<file path="src/hw/rtl/kbrl_pkg.sv">
// kbrl_pkg: shared constants, state enum and control structs for the keyed batch rate limiter
// used by kbrl_ctrl, kbrl_dp and keyed_batch_rate_limiter_top
package kbrl_pkg;

  localparam int NUM_KEYS    = 8;
  localparam int QUEUE_DEPTH = 8;
  localparam int KEY_W       = $clog2(NUM_KEYS);
  localparam int QPTR_W      = $clog2(QUEUE_DEPTH);
  localparam int CNT_W       = $clog2(QUEUE_DEPTH + 1);
  localparam int ADDR_W      = $clog2(NUM_KEYS * QUEUE_DEPTH);
  localparam int STORE_DEPTH = NUM_KEYS * QUEUE_DEPTH;
  localparam int PEND_W      = 11;
  localparam int DEBT_W      = 8;
  localparam int PROC_W      = 10;
  localparam int BATCH_W     = 7;
  localparam int HW_W        = 11;

  localparam logic [PEND_W-1:0] PEND_MAX = 11'd2047;

  // register byte addresses
  localparam logic [2:0] ADDR_BATCH = 3'd0;
  localparam logic [2:0] ADDR_HIGH  = 3'd4;

  localparam logic ACT_ENQ  = 1'b0;
  localparam logic ACT_TICK = 1'b1;
  localparam logic KIND_VERDICT  = 1'b0;
  localparam logic KIND_DISPATCH = 1'b1;

  typedef enum logic [2:0] {
    ST_IDLE,
    ST_ENQ,
    ST_TSTART,
    ST_TREAD,
    ST_TEXEC,
    ST_TEND
  } kbrl_state_t;

  typedef struct packed {
    logic latch;
    logic enq;
    logic tstart;
    logic pay;
    logic rd;
    logic disp;
    logic push_last;
    logic finish;
  } kbrl_cmd_t;

  typedef struct packed {
    logic is_tick;
    logic out_free;
    logic any_bucket;
    logic limit_hit;
    logic it_valid;
    logic cur_debt_nz;
    logic pend_valid;
  } kbrl_stat_t;

endpackage

</file>
<file path="src/hw/rtl/kbrl_ctrl.sv">
// kbrl_ctrl: sequencer for enqueue verdicts and batch tick walks
// depends on kbrl_pkg
module kbrl_ctrl (
  input  logic               clk,
  input  logic               rst,
  input  logic               in_valid,
  output logic               in_ready,
  input  kbrl_pkg::kbrl_stat_t stat,
  output kbrl_pkg::kbrl_cmd_t  cmd
);
  import kbrl_pkg::*;

  kbrl_state_t state, state_next;

  always_ff @(posedge clk) begin
    if (rst) begin
      state <= ST_IDLE;
    end else begin
      state <= state_next;
    end
  end

  always_comb begin
    state_next = state;
    cmd        = '0;
    in_ready   = 1'b0;
    case (state)
      ST_IDLE: begin
        in_ready = 1'b1;
        if (in_valid) begin
          cmd.latch  = 1'b1;
          state_next = ST_ENQ;
        end
      end
      ST_ENQ: begin
        // latched word decides the path
        if (stat.is_tick) begin
          state_next = ST_TSTART;
        end else if (stat.out_free) begin
          cmd.enq    = 1'b1;
          state_next = ST_IDLE;
        end
      end
      ST_TSTART: begin
        if (stat.any_bucket) begin
          cmd.tstart = 1'b1;
          state_next = ST_TREAD;
        end else begin
          state_next = ST_IDLE;
        end
      end
      ST_TREAD: begin
        if (stat.limit_hit || !stat.it_valid) begin
          state_next = ST_TEND;
        end else if (stat.cur_debt_nz) begin
          cmd.pay = 1'b1;
        end else begin
          cmd.rd     = 1'b1;
          state_next = ST_TEXEC;
        end
      end
      ST_TEXEC: begin
        if (!stat.pend_valid || stat.out_free) begin
          cmd.disp   = 1'b1;
          state_next = ST_TREAD;
        end
      end
      ST_TEND: begin
        if (!stat.pend_valid) begin
          cmd.finish = 1'b1;
          state_next = ST_IDLE;
        end else if (stat.out_free) begin
          cmd.push_last = 1'b1;
          cmd.finish    = 1'b1;
          state_next    = ST_IDLE;
        end
      end
      default: begin
        state_next = ST_IDLE;
      end
    endcase
  end

endmodule

</file>
<file path="src/hw/rtl/kbrl_dp.sv">
// kbrl_dp: per-key queue state, action store, walk registers and output word register
// depends on kbrl_pkg; driven by kbrl_ctrl
module kbrl_dp (
  input  logic                          clk,
  input  logic                          rst,
  input  kbrl_pkg::kbrl_cmd_t           cmd,
  output kbrl_pkg::kbrl_stat_t          stat,
  input  logic [kbrl_pkg::BATCH_W-1:0]  batch_size,
  input  logic [kbrl_pkg::HW_W-1:0]     high_water,
  input  logic                          action,
  input  logic [2:0]                    key,
  input  logic [7:0]                    weight,
  input  logic [15:0]                   tag,
  output logic                          out_valid,
  input  logic                          out_ready,
  output logic                          kind,
  output logic                          accepted,
  output logic [2:0]                    out_key,
  output logic [15:0]                   out_tag,
  output logic [7:0]                    out_weight,
  output logic                          last
);
  import kbrl_pkg::*;

  // lowest key at or above start that holds a bucket
  function automatic logic [KEY_W:0] first_ge(input logic [NUM_KEYS-1:0] vec,
                                              input logic [KEY_W:0] start);
    logic [KEY_W:0] res;
    res = '0;
    for (int k = NUM_KEYS - 1; k >= 0; k--) begin
      if (vec[k] && (k >= int'(start))) begin
        res = {1'b1, KEY_W'(k)};
      end
    end
    return res;
  endfunction

  // latched input word
  logic              r_action;
  logic [2:0]        r_key;
  logic [7:0]        r_weight;
  logic [15:0]       r_tag;

  // per-key state
  logic [QPTR_W-1:0] head  [NUM_KEYS];
  logic [CNT_W-1:0]  count [NUM_KEYS];
  logic [PEND_W-1:0] pend_w[NUM_KEYS];
  logic [DEBT_W-1:0] debt  [NUM_KEYS];

  logic [KEY_W-1:0]  resume_key;
  logic              resume_valid;

  // walk state
  logic [KEY_W-1:0]  it;
  logic              it_valid;
  logic [PROC_W-1:0] processed;

  // held dispatch word, sent once the next one or the end of the walk is known
  logic              pend_valid;
  logic [2:0]        pend_key;
  logic [15:0]       pend_tag;
  logic [7:0]        pend_weight;

  logic [23:0]       store [STORE_DEPTH];
  logic [23:0]       rd_data;

  logic [NUM_KEYS-1:0] bucket;
  always_comb begin
    for (int k = 0; k < NUM_KEYS; k++) begin
      bucket[k] = (count[k] != '0) || (debt[k] != '0);
    end
  end

  // enqueue checks
  logic [KEY_W-1:0]  ekey;
  logic              key_ok;
  logic [PEND_W:0]   esum;
  logic              enq_ok;
  logic [QPTR_W+1:0] eslot_sum;
  logic [QPTR_W-1:0] eslot;
  logic [ADDR_W-1:0] waddr;

  assign ekey   = KEY_W'(key_ok ? r_key : 3'd0);
  assign key_ok = (32'(r_key) < NUM_KEYS);
  assign esum   = {1'b0, pend_w[ekey]} + (PEND_W+1)'(r_weight);
  assign enq_ok = key_ok
               && (32'(count[ekey]) < QUEUE_DEPTH)
               && !((high_water != '0) && (esum > (PEND_W+1)'(high_water)))
               && !(esum > {1'b0, PEND_MAX});
  assign eslot_sum = (QPTR_W+2)'(head[ekey]) + (QPTR_W+2)'(count[ekey]);
  assign eslot     = (32'(eslot_sum) >= QUEUE_DEPTH)
                   ? QPTR_W'(32'(eslot_sum) - QUEUE_DEPTH) : QPTR_W'(eslot_sum);
  assign waddr     = ADDR_W'(32'(ekey) * QUEUE_DEPTH + 32'(eslot));

  // walk step on the current key
  logic [ADDR_W-1:0] raddr;
  logic [7:0]        dw;
  logic [8:0]        dcost;
  logic [PROC_W-1:0] proc_disp;
  logic [PROC_W-1:0] proc_new;
  logic [DEBT_W-1:0] debt_new;
  logic [CNT_W-1:0]  cnt_new;
  logic              keeps;
  logic [NUM_KEYS-1:0] bucket_new;
  logic [KEY_W:0]    nxt_up;
  logic [KEY_W:0]    nxt_wrap;
  logic [KEY_W:0]    nxt;
  logic [KEY_W:0]    first0;
  logic [QPTR_W-1:0] head_inc;

  assign raddr     = ADDR_W'(32'(it) * QUEUE_DEPTH + 32'(head[it]));
  assign head_inc  = (32'(head[it]) == QUEUE_DEPTH - 1) ? '0 : head[it] + 1'b1;
  assign dw        = rd_data[7:0];
  assign dcost     = (dw > 8'd1) ? {1'b0, dw} : 9'd1;
  assign proc_disp = processed + PROC_W'(dcost);

  always_comb begin
    if (cmd.pay) begin
      proc_new = processed + 1'b1;
      debt_new = debt[it] - 1'b1;
      cnt_new  = count[it];
    end else begin
      proc_new = proc_disp;
      cnt_new  = count[it] - 1'b1;
      if ((batch_size != '0) && (proc_disp > PROC_W'(batch_size))) begin
        debt_new = DEBT_W'(proc_disp - PROC_W'(batch_size));
      end else begin
        debt_new = debt[it];
      end
    end
    keeps      = (cnt_new != '0) || (debt_new != '0);
    bucket_new = bucket;
    bucket_new[it] = keeps;
  end

  assign nxt_up   = first_ge(bucket_new, (KEY_W+1)'(it) + 1'b1);
  assign nxt_wrap = first_ge(bucket_new, '0);
  assign nxt      = (!nxt_up[KEY_W] && keeps) ? nxt_wrap : nxt_up;
  assign first0   = first_ge(bucket, '0);

  logic out_free;
  assign out_free = !out_valid || out_ready;

  assign stat.is_tick     = (r_action == ACT_TICK);
  assign stat.out_free    = out_free;
  assign stat.any_bucket  = |bucket;
  assign stat.limit_hit   = (batch_size != '0) && (processed >= PROC_W'(batch_size));
  assign stat.it_valid    = it_valid;
  assign stat.cur_debt_nz = (debt[it] != '0);
  assign stat.pend_valid  = pend_valid;

  // action store
  always_ff @(posedge clk) begin
    if (cmd.enq && enq_ok) begin
      store[waddr] <= {r_tag, r_weight};
    end
    if (cmd.rd) begin
      rd_data <= store[raddr];
    end
  end

  always_ff @(posedge clk) begin
    if (cmd.latch) begin
      r_action <= action;
      r_key    <= key;
      r_weight <= weight;
      r_tag    <= tag;
    end
    if (cmd.disp) begin
      pend_key    <= 3'(it);
      pend_tag    <= rd_data[23:8];
      pend_weight <= dw;
    end
  end

  always_ff @(posedge clk) begin
    if (rst) begin
      for (int k = 0; k < NUM_KEYS; k++) begin
        head[k]   <= '0;
        count[k]  <= '0;
        pend_w[k] <= '0;
        debt[k]   <= '0;
      end
      resume_key   <= '0;
      resume_valid <= 1'b0;
      it           <= '0;
      it_valid     <= 1'b0;
      processed    <= '0;
      pend_valid   <= 1'b0;
    end else begin
      if (cmd.enq && enq_ok) begin
        count[ekey]  <= count[ekey] + 1'b1;
        pend_w[ekey] <= esum[PEND_W-1:0];
      end
      if (cmd.tstart) begin
        it         <= (resume_valid && bucket[resume_key]) ? resume_key : first0[KEY_W-1:0];
        it_valid   <= 1'b1;
        processed  <= '0;
        pend_valid <= 1'b0;
      end
      if (cmd.pay || cmd.disp) begin
        processed <= proc_new;
        debt[it]  <= debt_new;
        if (cmd.disp) begin
          count[it]  <= cnt_new;
          head[it]   <= head_inc;
          pend_w[it] <= pend_w[it] - PEND_W'(dw);
          pend_valid <= 1'b1;
        end
        if (!keeps) begin
          resume_key   <= it;
          resume_valid <= 1'b1;
        end
        it       <= nxt[KEY_W-1:0];
        it_valid <= nxt[KEY_W];
      end
      if (cmd.finish) begin
        pend_valid <= 1'b0;
        if (it_valid) begin
          resume_key   <= it;
          resume_valid <= 1'b1;
        end
      end
    end
  end

  // output word register
  logic push;
  assign push = cmd.enq || (cmd.disp && pend_valid) || cmd.push_last;

  always_ff @(posedge clk) begin
    if (rst) begin
      out_valid <= 1'b0;
    end else if (push) begin
      out_valid <= 1'b1;
    end else if (out_ready) begin
      out_valid <= 1'b0;
    end
  end

  always_ff @(posedge clk) begin
    if (cmd.enq) begin
      kind       <= KIND_VERDICT;
      accepted   <= enq_ok;
      out_key    <= r_key;
      out_tag    <= '0;
      out_weight <= '0;
      last       <= 1'b1;
    end else if (push) begin
      kind       <= KIND_DISPATCH;
      accepted   <= 1'b0;
      out_key    <= pend_key;
      out_tag    <= pend_tag;
      out_weight <= pend_weight;
      last       <= cmd.push_last;
    end
  end

endmodule

</file>
<file path="src/hw/rtl/keyed_batch_rate_limiter_top.sv">
// keyed_batch_rate_limiter_top: top level with register port, sequencer and datapath
// depends on kbrl_pkg, kbrl_ctrl and kbrl_dp
//
//   channel  signals                                   direction
//   in       in_valid/in_ready, action key weight tag  word into the block
//   out      out_valid/out_ready, kind accepted out_key
//            out_tag out_weight last                   word out of the block
//   cfg      psel penable pwrite paddr pwdata prdata   register access
//
// an enqueue latches the word, then sends its verdict once the output register is free
// a batch tick latches the word and returns to idle when no key holds a bucket; otherwise it
//   starts the walk, pays debt one unit per step, dispatches each action with a store read
//   and then an update (the store has a single read port), and closes the walk
// one word is held back so the final word of a tick can carry last
// rst is synchronous and clears all key state; no clearing pass is needed
// a stalled output holds the walk in place, nothing is dropped
module keyed_batch_rate_limiter_top (
  input  logic        clk,
  input  logic        rst,
  // item input
  input  logic        in_valid,
  output logic        in_ready,
  input  logic        action,
  input  logic [2:0]  key,
  input  logic [7:0]  weight,
  input  logic [15:0] tag,
  // result output
  output logic        out_valid,
  input  logic        out_ready,
  output logic        kind,
  output logic        accepted,
  output logic [2:0]  out_key,
  output logic [15:0] out_tag,
  output logic [7:0]  out_weight,
  output logic        last,
  // register port
  input  logic        psel,
  input  logic        penable,
  input  logic        pwrite,
  input  logic [2:0]  paddr,
  input  logic [31:0] pwdata,
  output logic [31:0] prdata,
  output logic        pready
);
  import kbrl_pkg::*;

  logic [BATCH_W-1:0] batch_size;
  logic [HW_W-1:0]    high_water;
  kbrl_cmd_t          cmd;
  kbrl_stat_t         stat;

  assign pready = 1'b1;

  // register writes complete on the access cycle
  always_ff @(posedge clk) begin
    if (rst) begin
      batch_size <= '0;
      high_water <= '0;
    end else if (psel && penable && pwrite && pready) begin
      if (paddr[2] == ADDR_HIGH[2]) begin
        high_water <= pwdata[HW_W-1:0];
      end else begin
        batch_size <= pwdata[BATCH_W-1:0];
      end
    end
  end

  // register readback
  always_comb begin
    if (paddr[2] == ADDR_BATCH[2]) begin
      prdata = {{(32-BATCH_W){1'b0}}, batch_size};
    end else begin
      prdata = {{(32-HW_W){1'b0}}, high_water};
    end
  end

  kbrl_ctrl u_ctrl (
    .clk      (clk),
    .rst      (rst),
    .in_valid (in_valid),
    .in_ready (in_ready),
    .stat     (stat),
    .cmd      (cmd)
  );

  kbrl_dp u_dp (
    .clk        (clk),
    .rst        (rst),
    .cmd        (cmd),
    .stat       (stat),
    .batch_size (batch_size),
    .high_water (high_water),
    .action     (action),
    .key        (key),
    .weight     (weight),
    .tag        (tag),
    .out_valid  (out_valid),
    .out_ready  (out_ready),
    .kind       (kind),
    .accepted   (accepted),
    .out_key    (out_key),
    .out_tag    (out_tag),
    .out_weight (out_weight),
    .last       (last)
  );

endmodule

</file>
<file path="config.mk">
export PLATFORM = sky130hd
export DESIGN_NAME = keyed_batch_rate_limiter_top
export DESIGN_NICKNAME = d
export VERILOG_FILES = /design/src/hw/rtl/kbrl_pkg.sv /design/src/hw/rtl/kbrl_ctrl.sv /design/src/hw/rtl/kbrl_dp.sv /design/src/hw/rtl/keyed_batch_rate_limiter_top.sv
export SDC_FILE = /design/constraint.sdc
export NUM_CORES = 2
export LEC_CHECK = 0
export BUFFER_PORTS_ARGS = -buffer_cell sky130_fd_sc_hd__buf_2
export CAP_MARGIN = 20
export CORE_ASPECT_RATIO = 1.5
export CORE_MARGIN = 10
export CORE_UTILIZATION = 60
export CTS_CLUSTER_DIAMETER = 100
export DETAILED_ROUTE_END_ITERATION = 10
export PLACE_DENSITY = 0.84
export SLEW_MARGIN = 0
export SYNTH_ARGS = -nofsm -noshare
export SYNTH_HDL_FRONTEND = slang
export SYNTH_SLANG_ARGS = --single-unit
</file>
<file path="constraint.sdc">
create_clock -name clk -period 8.8 [get_ports clk]
set_clock_uncertainty 0.05 [all_clocks]
set_input_delay 0.88 -clock clk [delete_from_list [all_inputs] [get_ports clk]]
set_output_delay 0.88 -clock clk [all_outputs]
set_load 0.005 [all_outputs]
</file>
[Word level (Yosys, flattened, before mapping)]
Memory sizes are Yosys's and may differ from the RTL's. A register that Yosys moved wholly into a read port is not among the register bits.
Cells that the tools add are included.
Cells by class
  $add $sub $neg: 14
  magnitude comparators: 18
  equal/unequal tests: 9
  muxes and demuxes: 131
  bitwise logic cells: 1
  reductions and logical operators: 77
Operators with widths (count)
  $mux 3: 44
  $mux 4: 20
  $reduce_bool 8->1: 10
  $mux 1: 48
  $reduce_bool 4->1: 9
  $mux 11: 3
  $mux 8: 4
  $mux 10: 3
  $reduce_or 11->1: 2
  $logic_and 1x1->1: 20
  $pmux 3 s6: 1
  $ge 3x4->1 const A: 4
  $reduce_or 8->1: 2
  $logic_or 1x1->1: 15
  $add 11x8->12: 1
  $add 6x3->6: 2
  $gt 12x11->1: 1
  $gt 12x11->1 const B: 1
  $reduce_bool 11->1: 1
  $sub 11x8->11: 1
  $add 10x1->10 const B: 1
  $add 10x8->10: 1
  $ge 10x7->1: 1
  $gt 10x7->1: 1
  35 further kinds: 54
Storage, ports and cells
  flip-flop bits (word level): 126
  memory bits (writable): 1744
  bits of input ports: 70
  output and inout bits: 65
  logic and storage cells: 278
  memories: 5
Memory list
  u_dp.store: words 64, width 24, rd ports 1, clocked after memory_dff 1, wr ports 1, line kbrl_dp.sv:64  | logic [23:0] store [STORE_DEPTH];
  u_dp.pend_w: words 8, width 11, rd ports 2, clocked after memory_dff 2, wr ports 8, line kbrl_dp.sv:47  | logic [PEND_W-1:0] pend_w[NUM_KEYS];
  u_dp.debt: words 8, width 8, rd ports 9, clocked after memory_dff 1, wr ports 8, line kbrl_dp.sv:48  | logic [DEBT_W-1:0] debt [NUM_KEYS];
  u_dp.count: words 8, width 4, rd ports 10, clocked after memory_dff 2, wr ports 8, line kbrl_dp.sv:46  | logic [CNT_W-1:0] count [NUM_KEYS];
  u_dp.head: words 8, width 3, rd ports 2, clocked after memory_dff 2, wr ports 8, line kbrl_dp.sv:45  | logic [QPTR_W-1:0] head [NUM_KEYS];

[Depth between registers and ports, before layout]
  depth after elaboration: 25
  mapped depth: 27
  depth with buffers taken out: 22

[Hierarchy]
A second synthesis with hierarchy kept.
Unflattened totals
  cell total of the unflattened synthesis: 6360
  area total of the unflattened synthesis: 81385.6 sq um
Modules (own cells, without submodules)
  kbrl_dp: times used 1, cells each 6210, area each 79985.5 sq um, sequential area each 55903.6 sq um
  keyed_batch_rate_limiter_top: times used 1, cells each 108, area each 1064.8 sq um, sequential area each 360.3 sq um
  kbrl_ctrl: times used 1, cells each 42, area each 335.3 sq um, sequential area each 60.1 sq um

[Worst setup path after synthesis]
No wires, ideal clock.
  kind: register -> register
  from: register with a tool-made name
  to: memory u_dp.store[44][0], enable pin
  setup time: 0.405 ns
  data arrival time: 6.951 ns
  required time: 8.345 ns
  slack: 1.394 ns
  stages on the path, launching flop included: 23
  buffers on the path: 4
  clock period less this slack: 7.406 ns
  cells stage by stage: dfxtp_1 clkbuf_1 clkbuf_1 buf_1 mux4_2 mux2_2 ha_1 fa_1 ha_1 nor2b_1 o21a_1 o21a_1 o21a_1 o21a_1 o21a_1 o21a_1 o21a_1 o21a_1 o21a_1 o21ai_1 nand4b_1 clkbuf_1 nor2_1
RTL lines (line)
  end, declared: kbrl_dp.sv:64

==> flow_metrics.py <==
metrics = {
    "run_status": {
        "run_status": "finished, final reports clean",
    },
    "drt": {
        "drc": 0,
        "viasPerCell": 6.64,
        "drt_wl_total_um": 225000,
        "antenna_violating_nets_post_route": 0,
        "vias": 54800,
        "met2_length_um": 111000,
        "detail_route.iter0.violations": 8442,
        "highest_layer": "met5",
        "detail_route.first_pass.iterations": 9,
        "post_drt_wl_per_cell_um": 27.3,
        "met1Wirelength_um": 70800,
        "met3_length_um": 24500,
    },
    "synth": {
        "post_synth_instance_area_um2": 80500,
        "postSynth.topFlopCell": "edfxtp_1",
        "count_of_flip_flops_with_a_built_in_enable_after_synthesis": 1827,
        "synth_seq_cells": 1900,
        "syn_inst": 6388,
        "yosys_warnings": 0,
        "ys_seq_area_share_pct": 70.0,
        "synth_async_reset_ratio_pct": 0,
        "postSynthAreaPerCell_um2": 12.6,
        "synth.lib_cells_used.distinct": 83,
    },
    "floorplan": {
        "io_pins": 135,
        "site_rows": 164,
        "dieHeight_um": 469,
        "start_util_pct": 60.4,
        "die_x_um": 319,
        "placeableCoreArea_um2": 133000,
        "die_area_um2": 149000,
    },
    "grt": {
        "number_of_global_route_vias_before_repair": 53500,
        "largest_net_degree_at_the_start_of_global_routing": 170,
        "total_congestion_overflow": 0,
        "grt_first_pass_wirelength_um": 330000,
        "grtUsageTotal_pct": 29.5,
        "initial_antenna_violation_count": 14,
    },
    "final_layout": {
        "final_cell_mix": "edfxtp_1 (1827), nand2_1 (1755), nand3_1 (413), nor2_1 (329), a311oi_1 (267)",
        "layout-drive-gt1-share_pct": 10.9,
        "syn2layout_area_growth_pct": 9.64,
        "filler_cells": 8549,
        "layout.nets": 6511,
        "area.sequential_um2": 56300,
        "final_design_area_no_fill_um2": 88200,
        "most_common_cell_after_layout_fill_and_taps_aside": "edfxtp_1",
        "multi_input_area_um2": 22300,
    },
    "clocking": {
        "cts_tree": "done",
        "cts_resized": 0,
        "cts_post_setup_buffers_inserted": 0,
        "clock_tree.root_cell": "clkbuf_16",
        "cts.htree.levels": 4,
        "cts_buf_count": 163,
        "cts_hold_buffers": 0,
        "cts.sinks": 1900,
        "clock_tree.buffer_depth": 3,
        "worst_skew_pair.late_latency_ns": 0.86,
        "cts.reportedPaths.clkPinSlew_ns": 0.07,
    },
    "placed_design": {
        "gp_congestion": 1.02,
        "port_bufs": 89,
        "dp_hpwl_um": 136000,
        "post_dp_cell_area_um2": 82800,
        "pre_cts_slack_ns": 1.70,
    },
    "critical_path": {
        "ff2ff_setup_slack_ns": 1.53,
        "worst_ep_arrival_time_ns": 7.73,
        "worstReg2RegEnd": "u_dp.store[7][9]",
        "critical_path_class": "register to register",
        "worst_ep_required_time_ns": 9.26,
        "max_fanout_on_critical_path": 23,
        "reg2reg_path_depth": 21,
        "cp-end-kind": "register",
        "worst_setup_path_start_kind": "register",
        "critPathCapture": "u_dp.store[7][9]",
    },
    "sta": {
        "timing_worst_slew_pin_value_ns": 1.28,
        "finalSetupViolCount": 0,
        "hold_slack_ns": 0.140,
        "final_max_slew_viol_count": 0,
        "timing.setup.tns_ns": 0,
        "layout_min_cycle_time_ns": 7.27,
        "timing.slew.headroom_pct": 14.8,
        "unrepaired_setup_endpoints_after_global_routing": "false",
        "post-route-worst-setup-slack_ns": 1.53,
        "achievable-frequency_mhz": 138,
        "final_clock_period_utilization_by_the_worst_path_pct": 82.6,
        "hold_violations": 0,
    },
    "power": {
        "peakVddDrop_mv": 0.195,
        "leakage_nw": 30.5,
        "power_density_nw_per_um2": 259,
    },
    "hold_path": {
        "timing.hold.worst.class": "input port to register",
        "hold_path_depth": 1,
    },
    "job": {
        "max_cap_viols": 0,
    },
}
==> cell families after synthesis <==
family | share of synthesized area, %
simple gates | 15.5
compound gates | 6.84
flops | 70.0
fa+ha+maj | 1.06
buf+inv | 2.54
mux | 3.66
xor+xnor | 0.403
other cells | 0.00933
==> worst max-delay path: stages, from the launching register on <==
cell,delay [ns]
dfxtp_2,0.87
mux4_2,0.62
mux2_2,0.29
ha_1,0.22
fa_1,0.43
a21oi_1,0.16
nor2_1,0.05
nor2_1,0.17
o21bai_1,0.09
a21oi_1,0.23
o21bai_1,0.10
a21oi_1,0.23
xor2_1,0.28
ha_1,0.30
o21a_1,0.11
o21a_1,0.17
o21a_1,0.18
o21ai_1,0.76
nand4_1,0.27
buf_4,0.35
nor2_2,0.61
buf_4,0.37
==> metrics by stage <==
step / util (%) / power [mW] / cells
after floorplan: - / 13.6 / 6408
after global placement: 62.2 / 15.5 / 7947
after detailed placement: 62.2 / 15.6 / 7947
after CTS: 66.2 / 22.6 / 8249
after global routing: 66.2 / 23.4 / 8257
final: 66.2 / 22.9 / 8261
==> layer usage <==
layer	track usage (%)	vias up
li1	-	23500
met1	33.5	26600
met2	49.1	3936
met3	6.04	816
met4	22.4	10
met5	0	-
==> sequential cells by signal, indices dropped and copies added, names as in the netlist, 8 cells and up, named ones only <==
name,count
u_dp.rd_data,24
u_dp.out_weight,8
u_dp.store,1536
u_dp.debt,64
u_dp.head,24
u_dp.r_tag,16
u_dp.out_tag,16
u_dp.count,32
u_dp.pend_w,88
u_dp.pend_weight,8
high_water,11
u_dp.r_weight,8
u_dp.pend_tag,16
u_dp.processed,10
==> area by class of cell <==
class	count	share of cell area [%]
clock buffers	191	4.74
flip-flops and latches	1900	63.9
inverters	57	0.260
well taps	1743	2.47
repair buffers	255	2.07
clock inverters	111	1.26
multi-input cells	3999	25.3
diodes	5	0.0142
==> report_power, final <==
group	internal [mW]	switching (mW)
combinational	1.53	3.96
clock	3.78	3.34
sequential	10.1	0.121
total	15.4	7.43
==> synth_stat cells (all sizes together) (18+ instances only) <==
| cell | number | area [µm²] |
|---|---|---|
| a211oi | 33 | 248 |
| a21oi | 138 | 691 |
| a311oi | 268 | 2360 |
| a31oi | 131 | 820 |
| and3 | 206 | 1290 |
| buf | 149 | 694 |
| clkbuf | 303 | 1140 |
| dfxtp | 73 | 1460 |
| edfxtp | 1827 | 54900 |
| ha | 60 | 751 |
| inv | 55 | 206 |
| mux2 | 18 | 203 |
| mux2i | 53 | 534 |
| mux4 | 98 | 2210 |
| nand2 | 1755 | 6590 |
| nand3 | 413 | 2070 |
| nand4 | 18 | 119 |
| nor2 | 394 | 1490 |
| nor2b | 18 | 113 |
| nor3 | 30 | 166 |
| nor4 | 23 | 159 |
| o21ai | 97 | 485 |
| o22ai | 29 | 188 |
| or3 | 20 | 125 |
| xnor2 | 23 | 201 |
==> how the worst min path moves through the flow <==
stage,startpoint,to,slack [ns]
final,tag[14],u_dp.r_tag[14],0.14
after global routing,tag[6],u_dp.r_tag[6],0.12
after CTS,tag[14],u_dp.r_tag[14],0.11
after detailed placement,u_dp.rd_data[23],u_dp.pend_tag[15],0.35
after global placement,u_dp.rd_data[23],u_dp.pend_tag[15],0.35
after floorplan,u_dp.rd_data[8],u_dp.pend_tag[0],0.35
Note: power is estimated with default switching activity, not from simulation.
